===== src/gts_pkg.sv =====
package gts_pkg;

   localparam int TABLE_ENTRIES = 65536;
   localparam int STACK_DEPTH   = 256;
   localparam int IDX_W         = $clog2(TABLE_ENTRIES);
   localparam int SP_W          = $clog2(STACK_DEPTH);
   localparam int CLR_W         = IDX_W + 1;

   localparam logic [1:0] FUNC_READ    = 2'd0;
   localparam logic [1:0] FUNC_WRITE   = 2'd1;
   localparam logic [1:0] FUNC_RESTORE = 2'd2;
   localparam logic [1:0] FUNC_CLEAR   = 2'd3;

   localparam logic [1:0] WIDTH_BYTE = 2'd0;
   localparam logic [1:0] WIDTH_HALF = 2'd1;

   localparam logic CSR_WIDTH   = 1'b0;
   localparam logic CSR_DEFAULT = 1'b1;

   // controller -> datapath
   typedef struct packed {
      logic       load;      // capture request word
      logic       tbl_rd;    // issue table read
      logic       stk_rd;    // issue stack read at scan pointer
      logic       push;      // push saved entry, write table
      logic       wr_only;   // table write without push
      logic       cancel;    // negate level of scanned entry if it matches
      logic       restore;   // put back scanned entry if live, pop
      logic       scan_init; // scan pointer <- 0
      logic       scan_next; // scan pointer ++
      logic       top_init;  // restore pointer <- top - 1
      logic       clr_stack;
      logic       clr_step;  // clear one written-bit entry
      logic       respond;
   } gts_cmd_type;

   // datapath -> controller
   typedef struct packed {
      logic [1:0] func;
      logic       level_low;   // write level <= 1
      logic       stack_empty;
      logic       scan_done;   // scan pointer reached top
      logic       rst_stop;    // scanned level below restore level
      logic       clr_done;
   } gts_sts_type;

endpackage


===== src/gts_ctrl.sv =====
module gts_ctrl (
   input  logic               clock,
   input  logic               reset,
   input  logic               start,
   output logic               busy,
   input  gts_pkg::gts_sts_type sts,
   output gts_pkg::gts_cmd_type cmd
);
   import gts_pkg::*;

   localparam logic [2:0] S_CLEAR  = 3'd0;
   localparam logic [2:0] S_IDLE   = 3'd1;
   localparam logic [2:0] S_DECODE = 3'd2;
   localparam logic [2:0] S_SCANRD = 3'd3;
   localparam logic [2:0] S_SCAN   = 3'd4;
   localparam logic [2:0] S_RSTRD  = 3'd5;
   localparam logic [2:0] S_RST    = 3'd6;
   localparam logic [2:0] S_FINISH = 3'd7;

   logic [2:0] state_ff, state_in;

   always_ff @(posedge clock) begin
      if (reset) state_ff <= S_CLEAR;
      else       state_ff <= state_in;
   end

   assign busy = (state_ff != S_IDLE);

   always_comb begin
      cmd      = '0;
      state_in = state_ff;
      case (state_ff)
         S_CLEAR: begin
            cmd.clr_step = 1'b1;
            if (sts.clr_done) state_in = S_IDLE;
         end
         S_IDLE: begin
            if (start) begin
               cmd.load   = 1'b1;
               cmd.tbl_rd = 1'b1;
               state_in   = S_DECODE;
            end
         end
         S_DECODE: begin
            case (sts.func)
               FUNC_READ: begin
                  cmd.respond = 1'b1;
                  state_in    = S_IDLE;
               end
               FUNC_WRITE: begin
                  if (sts.level_low) begin
                     cmd.scan_init = 1'b1;
                     state_in      = S_SCANRD;
                  end else begin
                     cmd.push    = 1'b1;
                     cmd.respond = 1'b1;
                     state_in    = S_IDLE;
                  end
               end
               FUNC_RESTORE: begin
                  cmd.top_init = 1'b1;
                  state_in     = S_RSTRD;
               end
               default: begin
                  cmd.clr_stack = 1'b1;
                  cmd.respond   = 1'b1;
                  state_in      = S_IDLE;
               end
            endcase
         end
         S_SCANRD: begin
            if (sts.scan_done) begin
               state_in = S_FINISH;
            end else begin
               cmd.stk_rd = 1'b1;
               state_in   = S_SCAN;
            end
         end
         S_SCAN: begin
            cmd.cancel    = 1'b1;
            cmd.scan_next = 1'b1;
            state_in      = S_SCANRD;
         end
         S_RSTRD: begin
            if (sts.stack_empty) begin
               cmd.respond = 1'b1;
               state_in    = S_IDLE;
            end else begin
               cmd.stk_rd = 1'b1;
               state_in   = S_RST;
            end
         end
         S_RST: begin
            if (sts.rst_stop) begin
               cmd.respond = 1'b1;
               state_in    = S_IDLE;
            end else begin
               cmd.restore = 1'b1;
               state_in    = S_RSTRD;
            end
         end
         S_FINISH: begin
            cmd.wr_only = 1'b1;
            cmd.respond = 1'b1;
            state_in    = S_IDLE;
         end
         default: state_in = S_IDLE;
      endcase
   end

endmodule


===== config.mk =====
export PLATFORM = sky130hd
export DESIGN_NAME = gts_ctrl
export DESIGN_NICKNAME = d
export VERILOG_FILES = /design/src/gts_pkg.sv /design/src/gts_ctrl.sv
export SDC_FILE = /design/constraint.sdc
export NUM_CORES = 1
export LEC_CHECK = 0
export BUFFER_PORTS_ARGS = -buffer_cell sky130_fd_sc_hd__buf_2
export CAP_MARGIN = 0
export CELL_PAD_IN_SITES_DETAIL_PLACEMENT = 2
export CELL_PAD_IN_SITES_GLOBAL_PLACEMENT = 2
export CORE_UTILIZATION = 18
export CTS_CLUSTER_SIZE = 12
export DETAILED_ROUTE_END_ITERATION = 16
export PLACE_DENSITY_LB_ADDON = 0.2
export SETUP_SLACK_MARGIN = 0.15
export SLEW_MARGIN = 20
export SYNTH_ARGS = -nofsm -noshare
export SYNTH_HDL_FRONTEND = slang
export SYNTH_SLANG_ARGS = --single-unit
export TNS_END_PERCENT = 1

===== constraint.sdc =====
create_clock -name clock -period 1 [get_ports clock]
set_input_delay 0.2 -clock clock [delete_from_list [all_inputs] [get_ports clock]]
set_output_delay 0.2 -clock clock [all_outputs]
set_load 0.02 [all_outputs]

## After elaboration in Yosys (flattened, before gate mapping)

Cells that the tools add are included.

| word-level totals | value |
|---|---|
| flip-flop bits (word level) | 3 |
| bits of input ports | 10 |
| output and inout bits | 14 |
| logic and storage cells | 48 |

| operators by class | value |
|---|---|
| equal/unequal tests | 12 |
| mux-type cells | 31 |
| reduce and logical (&&, ||, !) cells | 4 |

Operator list:

| operator | count |
|---|---|
| case mux 3 bit (8 select lines) | 1 |
| 2-to-1 mux 1 bit | 17 |
| == test 3 bit (second input constant) | 4 |
| 2-to-1 mux 3 bit | 4 |
| 2-to-1 mux 2 bit | 5 |
| == test 3 x 2 -> 1 bit (second input constant) | 2 |
| case mux 3 bit (2 select lines) | 1 |
| != test 2 bit (second input constant) | 2 |
| case mux 1 bit (2 select lines) | 2 |
| case mux 1 bit (4 select lines) | 1 |
| == test 3 x 1 -> 1 bit (second input constant) | 1 |
| logical NOT 3 bit | 1 |
| != test 3 x 1 -> 1 bit (second input constant) | 1 |
| OR reduction 3 bit | 1 |
| == test 2 x 1 -> 1 bit (second input constant) | 1 |
| == test 2 bit (second input constant) | 1 |
| logical NOT 2 bit | 1 |
| AND reduction 2 bit | 1 |

## Longest topological paths before layout

Gate-level depths: netlist (run 1).

| depth | value |
|---|---|
| word-level depth | 4 |
| depth in mapped cells | 5 |

## Worst setup path before layout (run 1)

Ideal clock, no wire load.

| timing | value |
|---|---|
| kind | register to output |
| from | register state_ff[0] |
| to | output cmd[12] (netlist name) |
| data arrival time | 1.387 ns |
| data required time | 0.800 ns |
| path slack | -0.587 ns |
| stages on the path, launching flop included | 5 |
| cells stage by stage | dfxtp_1 > buf_2 > nand3_1 > nor2_1 > buf_4 |

RTL lines:

| what | line | RTL |
|---|---|---|
| start: declaration | gts_ctrl.sv:20 | `logic [2:0] state_ff, state_in;` |
| start signal: assignment | gts_ctrl.sv:24 | `else state_ff <= state_in;` |
| end: declaration | gts_ctrl.sv:7 | `output gts_pkg::gts_cmd_type cmd` |

==> flow_summary_export.csv, run 1 <==
group,metric,value,unit
yosys,synth.avg_cell_area,7.53,um^2
critical_path,path_max_fanout,6,
finish,top_regs,"state_ff (3)",
finish,diodes,0,
drt,vias,558,
timing,clock_skew,0.00183,ns
timing,rsz0062_at_grt,"true",
drt,drc,0,
drt,vias_per_cell,4.43,
die,initial_core_util,18.9,%
placement,hpwl,1.31,mm
hold_path,hold_path.class,"in2reg",
yosys,synth_fp_nets,69,
critical_path,crit_arrival,1.21,ns
critical_path,max_stage_delay,0.36,ns
clocking,clock-sinks,3,
timing,min_period,1.41,ns
clocking,root_buffer,"clkbuf_4",
timing,fin_crit_sh,141,%
timing,setup_viol_count_final,17,
timing,drv_slew,0,
pwr,max-vdd-ir-drop,0.000443,V
clocking,cts.path.max_buffers,2,
grt,grt.overflow.total,0,
placement,gp_congestion,0.707,
grt,grt_pass1_vias,616,
die,die_y,50.0,um
outcome,status,"finished, violations left",
drt,dr.pass1.iters,3,
timing,hold_viol_final,0,
yosys,netlist-cell-type-count,29,
critical_path,cp-startpoint,"state_ff[2]",
hold_path,min-delay-start,"reset",
timing,worstMarginPinSlew,0.245,ns
die,io_pins,24,
critical_path,r2r_start,"state_ff[2]",
grt,antenna_found_initial,0,
timing,slew_headroom,83.5,%
die,row_count,17,
clocking,path_clk_slew,0.04,ns
critical_path,critPathKind,"reg2out",
die,core-area,0.00219,mm^2
drt,drt-wirelength-per-cell,12.8,um
critical_path,start_kind,"flip-flop",
grt,grt_max_degree,7,
yosys,synth_area_leaders,"dfxtp_1, ha_1, a21oi_1",
grt,grt_pass1_wl,2.77,mm
yosys,ys_ff_latch,3,
grt,track_usage,14.7,%
critical_path,path_cells,"nor3b_2 -> buf_4 -> and3_2 -> buf_6",
placement,dpl.cell_count,120,
outcome,violations,"setup timing",
critical_path,crit_slowest_cell,"dfxtp_4",
finish,syn_to_final_growth,116,%
finish,nFillCells,257,
yosys,syn-cell-area,414,um^2
drt,antenna_left,0,
drt,wl,1.62,mm
clocking,htreeDepth,1,
timing,clock.fmax,0.710,GHz
critical_path,end_kind,"output pin",
pwr,power_per_cell_area,624,mW/mm^2
finish,final_util,40.8,%
die,dieArea,0.00250,mm^2
yosys,seq_area_frac_synth,14.5,%
pwr,leakagePower,0.412,nW
finish,layout.nets,113,
clocking,cts_buffers,3,
flow_run,cap_violations,0,
critical_path,cp.required,0.80,ns
finish,top_register,"state_ff",
yosys,synthCells,55,
timing,setup_tns,-5.64,ns
yosys,synth_top_cell_by_area,"dfxtp_1",
drt,drtIter0Drc,4,
yosys,post-synth-top-area-fraction,14.5,%
clocking,clock_latency,0.23,ns
timing,fin_ws,-0.408,ns
clocking,cts_tree,"yes",
placement,port-buffer-count,23,
finish,layout.cells.non_filler,126,
die,dieWidth,50.0,um
pwr,p_total,0.558,mW
yosys,ys_warn_count,0,
finish,layout-drive-gt1-share,65.3,%
finish,largest_reg_flops,3,
-- path summary, 6_finish.rpt --
| kind | slack [ns] | end | cells after the start |
|---|---|---|---|
| hold reg to reg | 0.63 | state_ff[0] | 2 |
| setup / recovery | -0.41 | cmd[5] | 4 |
| hold / removal | 0.15 | state_ff[0] | 2 |
| setup reg to reg | -0.30 | state_ff[1] | 5 |
-- Yosys cell counts --
library cell,instances
nor4_1,1
inv_1,3
nand3b_1,1
dfxtp_1,3
o21ai_1,3
a311o_1,1
buf_6,2
buf_4,2
mux2i_1,2
nand3_1,1
buf_2,1
inv_4,1
o221ai_1,1
and2_1,2
nand4b_1,1
ha_1,4
or3_1,1
and3_1,2
nor2_1,3
a311oi_1,1
nor3b_1,2
nor3b_2,1
nor2b_1,2
inv_2,1
nand2_1,3
o21a_1,2
nor3_1,2
or2_1,1
a21oi_1,5
-- kinds of logic (layout without fill, tap and decap cells) --
family,after synthesis,count (layout),share of synthesized area [%]
AO/OA/AOI/OAI,13,13,19.9
adder cells (fa/ha/maj),4,4,12.1
AND/OR/NAND/NOR,23,23,33.2
buffers and inverters,10,53,15.4
flip-flops,3,3,14.5
multiplexers,2,2,4.83
-- critical path: cells and delay by family, from the launching register on --
family / cells / cell delay [ns]
flops: 1 / 0.36
simple gates: 2 / 0.35
buf+inv: 2 / 0.27
-- routing by layer --
metal | GRT usage, % | part of all wire (%) | up-vias
li1 | - | - | 281
met1 | 18.3 | 44 | 264
met2 | 25.2 | 53 | 13
met3 | 4.01 | 2.7 | 0
met4 | 2.86 | 0 | 0
met5 | 0 | 0 | -
-- metrics by stage --
stage                     setup WS [ns]  hold WS (ns)  instance area, um^2
after floorplan                  -0.180         0.265                  490
after global placement           -0.275         0.377                  743
after detailed placement         -0.314         0.387                  743
after CTS                        -0.418         0.136                  883
after global routing             -0.457         0.143                  895
final                            -0.408         0.147                  895
-- report_power, final --
group	switching, mW	total [mW]	leakage, nW	internal [mW]
Sequential	0.00631	0.130	0.0260	0.123
Combinational	0.105	0.215	0.371	0.110
Clock	0.0640	0.214	0.0150	0.150
-- placed cells by master (no fill, tap or decap), drive strengths merged --
cell type / netlist / final
nand3b: 1 / 1
o21a: 2 / 2
mux2i: 2 / 2
nand2: 3 / 3
a311oi: 1 / 1
buf: 5 / 44
and3: 2 / 2
nor4: 1 / 1
or3: 1 / 1
nor3: 2 / 2
nor3b: 3 / 3
a311o: 1 / 1
o221ai: 1 / 1
ha: 4 / 4
dfxtp: 3 / 3
a21oi: 5 / 5
or2: 1 / 1
and2: 2 / 2
nor2: 3 / 3
nand4b: 1 / 1
nand3: 1 / 1
nor2b: 2 / 2
inv: 5 / 5
o21ai: 3 / 3
clkbuf: 0 / 4
-- repair_timing --
item,4_1_cts,5_1_grt
pin swaps,7,2
setup endpoints to repair,17,17
setup buffers,1,1
hold buffers,0,0
resized for setup,33,1
-- area by class of cell --
class	count	area (um^2)	share of cell area (%)
Inverter	5	31.3	3.50
Tap cell	28	35.0	3.92
Clock buffer	4	26.3	2.94
Timing Repair Buffer	44	373	41.7
Multi-Input combinational cell	42	363	40.6
Sequential cell	3	66.3	7.41
(Power assumes the default switching activity.)
==> inputs of run 2 (changes only) <==
Settings changed: ABC_AREA set to 1.
==> run 2 against run 1 <==
Effect of this change: the flow still finishes with violations (setup timing); routed wire length down 0.99%; flip-flop and latch count unchanged; critical path depth up 2; clock power about the same; count of clock-buffer cells in the layout unchanged; fmax up 3.8%; die area up 7.8%; largest power group unchanged; total power up 25%; combinational power up 57%; highest routed layer unchanged; hold slack worse by 0.011 ns.
==> flow_summary_export.csv, run 2 <==
group,metric,value,unit
pwr,comb_power_share,48.6,%
timing,slew_headroom,89.4,%
drt,vias,587,
pwr,p_total,0.696,mW
yosys,syn-cell-area,448,um^2
timing,fin_crit_sh,136,%
finish,final_common_cell,"buf_4",
finish,nFillCells,295,
finish,syn_to_final_growth,81.6,%
finish,final_util,35.7,%
critical_path,start_kind,"flip-flop",
die,row_count,17,
placement,gp_congestion,0.715,
grt,grt.overflow.total,0,
finish,layout.nets,124,
yosys,synthCells,70,
drt,dr.pass1.iters,4,
drt,antenna_left,0,
critical_path,crit_slowest_cell,"dfxtp_4",
drt,vias_per_cell,4.28,
grt,track_usage,13.1,%
yosys,ys_warn_count,0,
clocking,clock_latency,0.23,ns
critical_path,critPathKind,"reg2out",
clocking,cts.path.max_buffers,2,
pwr,pwr-share-seq,21.1,%
clocking,root_buffer,"clkbuf_4",
finish,diodes,0,
pwr,power_per_cell_area,855,mW/mm^2
die,dieWidth,51.9,um
placement,port-buffer-count,23,
timing,drv_slew,0,
yosys,synth-edff-count,0,
yosys,ys_ff_latch,3,
drt,drtIter0Drc,3,
die,dieArea,0.00269,mm^2
hold_path,hold_path.class,"in2reg",
timing,setup_viol_count_final,17,
finish,layout-drive-gt1-share,57.8,%
critical_path,crit_arrival,1.16,ns
die,io_pins,24,
timing,worstMarginPinSlew,0.159,ns
grt,antenna_found_initial,0,
clocking,clock-sinks,3,
yosys,synth_most_common_cell,"nand2_1",
yosys,synth.avg_cell_area,6.40,um^2
timing,clock_skew,0.00396,ns
pwr,total_switching_power,0.255,mW
timing,min_period,1.36,ns
grt,grt_max_degree,6,
critical_path,path_max_fanout,4,
die,initial_core_util,19.7,%
grt,grt_pass1_wl,2.70,mm
clocking,path_clk_slew,0.04,ns
finish,top_regs,"state_ff (3)",
yosys,synthTopCellsByCount,"nand2_1, inv_1, nor2_1, nand3_1",
pwr,p_int,0.440,mW
finish,top_register,"state_ff",
clocking,cts_hold_buf,0,
outcome,violations,"setup timing",
timing,rsz0062_at_grt,"true",
critical_path,end_kind,"output pin",
finish,multi_input_area,325,um^2
pwr,clockPowerShare,30.3,%
yosys,synth_area_leaders,"dfxtp_1, nand2_1, ha_1",
clocking,cts_tree,"yes",
drt,drc,0,
pwr,max-vdd-ir-drop,0.000605,V
drt,wl,1.60,mm
drt,drt-wirelength-per-cell,11.7,um
critical_path,path_cells,"inv_6 -> nand3_4 -> inv_4 -> nand2_2 -> nor2_2 -> buf_6",
timing,hold_viol_final,0,
yosys,ys_async_sr_fraction,0,%
clocking,cts_buffers,3,
finish,largest_reg_flops,3,
die,die_y,51.9,um
placement,hpwl,1.26,mm
pwr,sw_frac_of_total,36.7,%
finish,seqCellArea,68.8,um^2
grt,grt_pass1_vias,637,
critical_path,cp.required,0.80,ns
pwr,leakagePower,0.438,nW
yosys,seq_area_frac_synth,13.4,%
outcome,status,"finished, violations left",
finish,final_cell_mix,"buf_4, nand2_1, inv_1, buf_2, buf_6",
yosys,synth_fp_nets,84,
clocking,htreeDepth,1,
timing,clock.fmax,0.737,GHz
flow_run,cap_violations,0,
critical_path,max_stage_delay,0.36,ns
die,core-area,0.00228,mm^2
yosys,synth_top_cell_by_area,"dfxtp_1",
yosys,synth_ff_type,"dfxtp_1",
yosys,post-synth-top-area-fraction,13.4,%
timing,fin_ws,-0.357,ns
yosys,netlist-cell-type-count,21,
timing,hold_slack,0.136,ns
[run 2: kinds of logic after synthesis]
kind of cell    synth area share, %
simple gates                   47.5
buf+inv                        20.7
compound gates                 5.03
fa+ha+maj                      11.2
flops                          13.4
mux                            2.23
[run 2: final cells by class]
class	count	area share (%)
multi-input cells	49	40.0
well taps	28	4.31
repair buffers	39	36.6
flip-flops and latches	3	8.46
clock buffers	4	3.23
inverters	14	7.38
[run 2: power by group through the flow]
stage / combinational [mW] / clock (mW) / sequential, mW
6_report: 0.338 / 0.211 / 0.147
4_1_cts: 0.299 / 0.222 / 0.144
3_5_place_dp: 0.271 / 0 / 0.146
2_1_floorplan: 0.188 / 0 / 0.134
3_3_place_gp: 0.262 / 0 / 0.145
5_1_grt: 0.371 / 0.236 / 0.149
[run 2: layer usage]
layer / share of wire, % / GRT usage (%) / vias up / routed length [um]
met5: 0 / 0 / - / 0
met3: 2.2 / 0.877 / 0 / 35
met2: 50 / 22.4 / 13 / 797
met4: 0 / 4.05 / 0 / 0
li1: - / - / 299 / -
met1: 48 / 17.3 / 275 / 767
[run 2: timing repair]
item	CTS	global route
resized for setup	21	15
endpoints found under the setup margin	17	17
buffers inserted	1	4
pin swaps	2	8
[run 2: critical path: cells and delay by family, from the launching register on]
family	cells	cell delay [ns]
buffers and inverters	3	0.29
AND/OR/NAND/NOR	3	0.28
flip-flops	1	0.36
[run 2: final timing paths]
check | startpoint | to | slack [ns] | depth (start not counted)
worst max-delay path | state_ff[0] | cmd[9] | -0.36 | 6
worst min-delay path | reset | state_ff[2] | 0.14 | 2
worst max register to register | state_ff[1] | state_ff[1] | -0.12 | 6
worst min register to register | state_ff[2] | state_ff[1] | 0.74 | 4
[run 2: through the flow]
step | std cells | setup slack [ns] | setup TNS, ns | instance area [um^2]
finish | 137 | -0.357 | -4.57 | 813
global route | 137 | -0.441 | -5.83 | 813
CTS | 133 | -0.374 | -4.68 | 743
detailed placement | 128 | -0.307 | -3.72 | 656
global placement | 128 | -0.237 | -3.12 | 656
floorplan | 70 | -0.209 | -1.02 | 464
==> inputs of run 3 (changes only) <==
Settings changed: SKIP_CTS_REPAIR_TIMING set to 1.
Clock period 1 ns to 1.17 ns, I/O delays scaled along.
==> run 3 against run 2 <==
Effect of this change: the run still ends with setup timing left; setup slack better by 0.16 ns; final cell count shrank 0.73%; critical endpoint is now cmd[11]; die area stayed put.
==> flow_summary_export.csv, run 3 (synthesized netlist as in run 2, its figures left out) <==
group,metric,value,unit
critical_path,r2r_start,"state_ff[1]",
grt,met1_usage,16.2,%
clocking,clock-sinks,3,
hold_path,hold_path.class,"in2reg",
finish,largest_reg_flops,3,
grt,met2_usage,20.1,%
critical_path,path_max_fanout,6,
grt,antenna_found_initial,0,
drt,vias_per_cell,4.24,
placement,dpl.cell_count,128,
clocking,clock_latency,0.23,ns
grt,grt_busiest_layer,"met2",
finish,final_cell_mix,"buf_4, nand2_1, buf_6",
timing,clock.fmax,0.730,GHz
clocking,cts_tree,"yes",
clocking,cts.path.max_buffers,2,
timing,rsz0062_at_grt,"true",
drt,drc,0,
critical_path,critPathKind,"reg2out",
die,dieWidth,51.9,um
timing,drv_slew,0,
grt,grt_pass1_vias,573,
die,row_count,17,
critical_path,reg2reg_slack,-0.01,ns
placement,gp_congestion,0.752,
timing,fin_ws,-0.200,ns
placement,port-buffer-count,23,
pwr,power_per_cell_area,704,mW/mm^2
pwr,max-vdd-ir-drop,0.000651,V
clocking,root_buffer,"clkbuf_4",
finish,final_common_cell,"buf_4",
critical_path,ff2ff_path_depth,7,
timing,hold_viol_final,0,
critical_path,crit_path_end,"cmd[11]",
grt,track_usage,12.3,%
timing,slew_headroom,87.6,%
finish,top_register,"state_ff",
grt,grt_max_degree,9,
finish,diodes,0,
drt,antenna_left,0,
critical_path,reg2reg_to,"state_ff[0]",
clocking,htreeDepth,1,
critical_path,end_kind,"output pin",
finish,layout-drive-gt1-share,61.1,%
critical_path,crit_arrival,1.14,ns
finish,syn_to_final_growth,88.5,%
critical_path,cp.required,0.94,ns
finish,layout.nets,123,
grt,grt.overflow.total,0,
timing,clock_skew,0.00202,ns
drt,vias,576,
placement,hpwl,1.28,mm
flow_run,cap_violations,0,
grt,grtUsageMet3,2.05,%
pwr,p_total,0.594,mW
grt,grt_pass1_wl,2.46,mm
drt,dr.pass1.iters,3,
outcome,violations,"setup timing",
drt,drt-wirelength-per-cell,11.7,um
die,initial_core_util,19.7,%
drt,wl,1.59,mm
timing,min_period,1.37,ns
die,dieArea,0.00269,mm^2
pwr,leakagePower,0.457,nW
drt,drtIter0Drc,2,
critical_path,start_kind,"flip-flop",
die,core-area,0.00228,mm^2
die,die_y,51.9,um
clocking,cts_buffers,3,
timing,fin_crit_sh,117,%
finish,layout.cells.non_filler,136,
timing,setup_viol_count_final,16,
outcome,status,"finished, violations left",
critical_path,cp-startpoint,"state_ff[1]",
die,io_pins,24,
clocking,path_clk_slew,0.04,ns
finish,top_regs,"state_ff (3)",
timing,worstMarginPinSlew,0.185,ns
## run 3: cell types whose count changed in the layout (fill, tap and decap cells not counted), moves of 2 or more
cell | before | now
a21oi_2 | 0 | 2
buf_4 | 21 | 19
nor2_2 | 4 | 2
nand3_1 | 4 | 2
buf_6 | 8 | 10
nand3_2 | 1 | 3
a21oi_1 | 2 | 0
## run 3: worst min path at each step
stage,cells after the start,start,to
6_report,2,reset,state_ff[2]
3_3_place_gp,2,reset,state_ff[2]
4_1_cts,2,reset,state_ff[2]
2_1_floorplan,1,reset,state_ff[2]
3_5_place_dp,2,reset,state_ff[2]
5_1_grt,2,reset,state_ff[2]
## run 3: area by class of cell
cell class	count	area [um^2]
Sequential cell	3	68.8
Inverter	14	57.6
Fill cell	260	1430
Timing Repair Buffer	38	300
Clock buffer	4	26.3
Multi-Input combinational cell	49	357
Tap cell	28	35.0
## run 3: power by group
group / leakage [nW] / total (mW) / switching (mW) / internal (mW)
clock network: 0.0150 / 0.175 / 0.0479 / 0.127
logic: 0.415 / 0.297 / 0.160 / 0.137
registers: 0.0264 / 0.123 / 0.0121 / 0.110
## run 3: metal layers
| layer | wire [um] | share of wire, % | up-vias |
|---|---|---|---|
| met3 | 64 | 4.0 | 0 |
| met4 | 0 | 0 | 0 |
| met2 | 805 | 51 | 13 |
| li1 | - | - | 294 |
| met1 | 719 | 45 | 269 |
| met5 | 0 | 0 | - |
## run 3: through the flow
step | cell area [um^2] | setup slack (ns) | setup TNS [ns] | hold WS [ns] | util [%]
after global placement | 656 | -0.115 | -0.772 | 0.408 | 28.8
after detailed placement | 656 | -0.153 | -1.47 | 0.422 | 28.8
after CTS | 682 | -0.399 | -4.95 | 0.180 | 30.0
final | 845 | -0.200 | -2.09 | 0.176 | 37.1
after global routing | 845 | -0.252 | -3.01 | 0.186 | 37.1
after floorplan | 464 | -0.0730 | -0.130 | 0.306 | -
## run 3: critical path, cell delays in order, from the launching register on
cell     delay [ns]
dfxtp_4        0.37
buf_6          0.14
nor2_4         0.10
nand2_4        0.07
nor2_4         0.10
buf_6          0.12
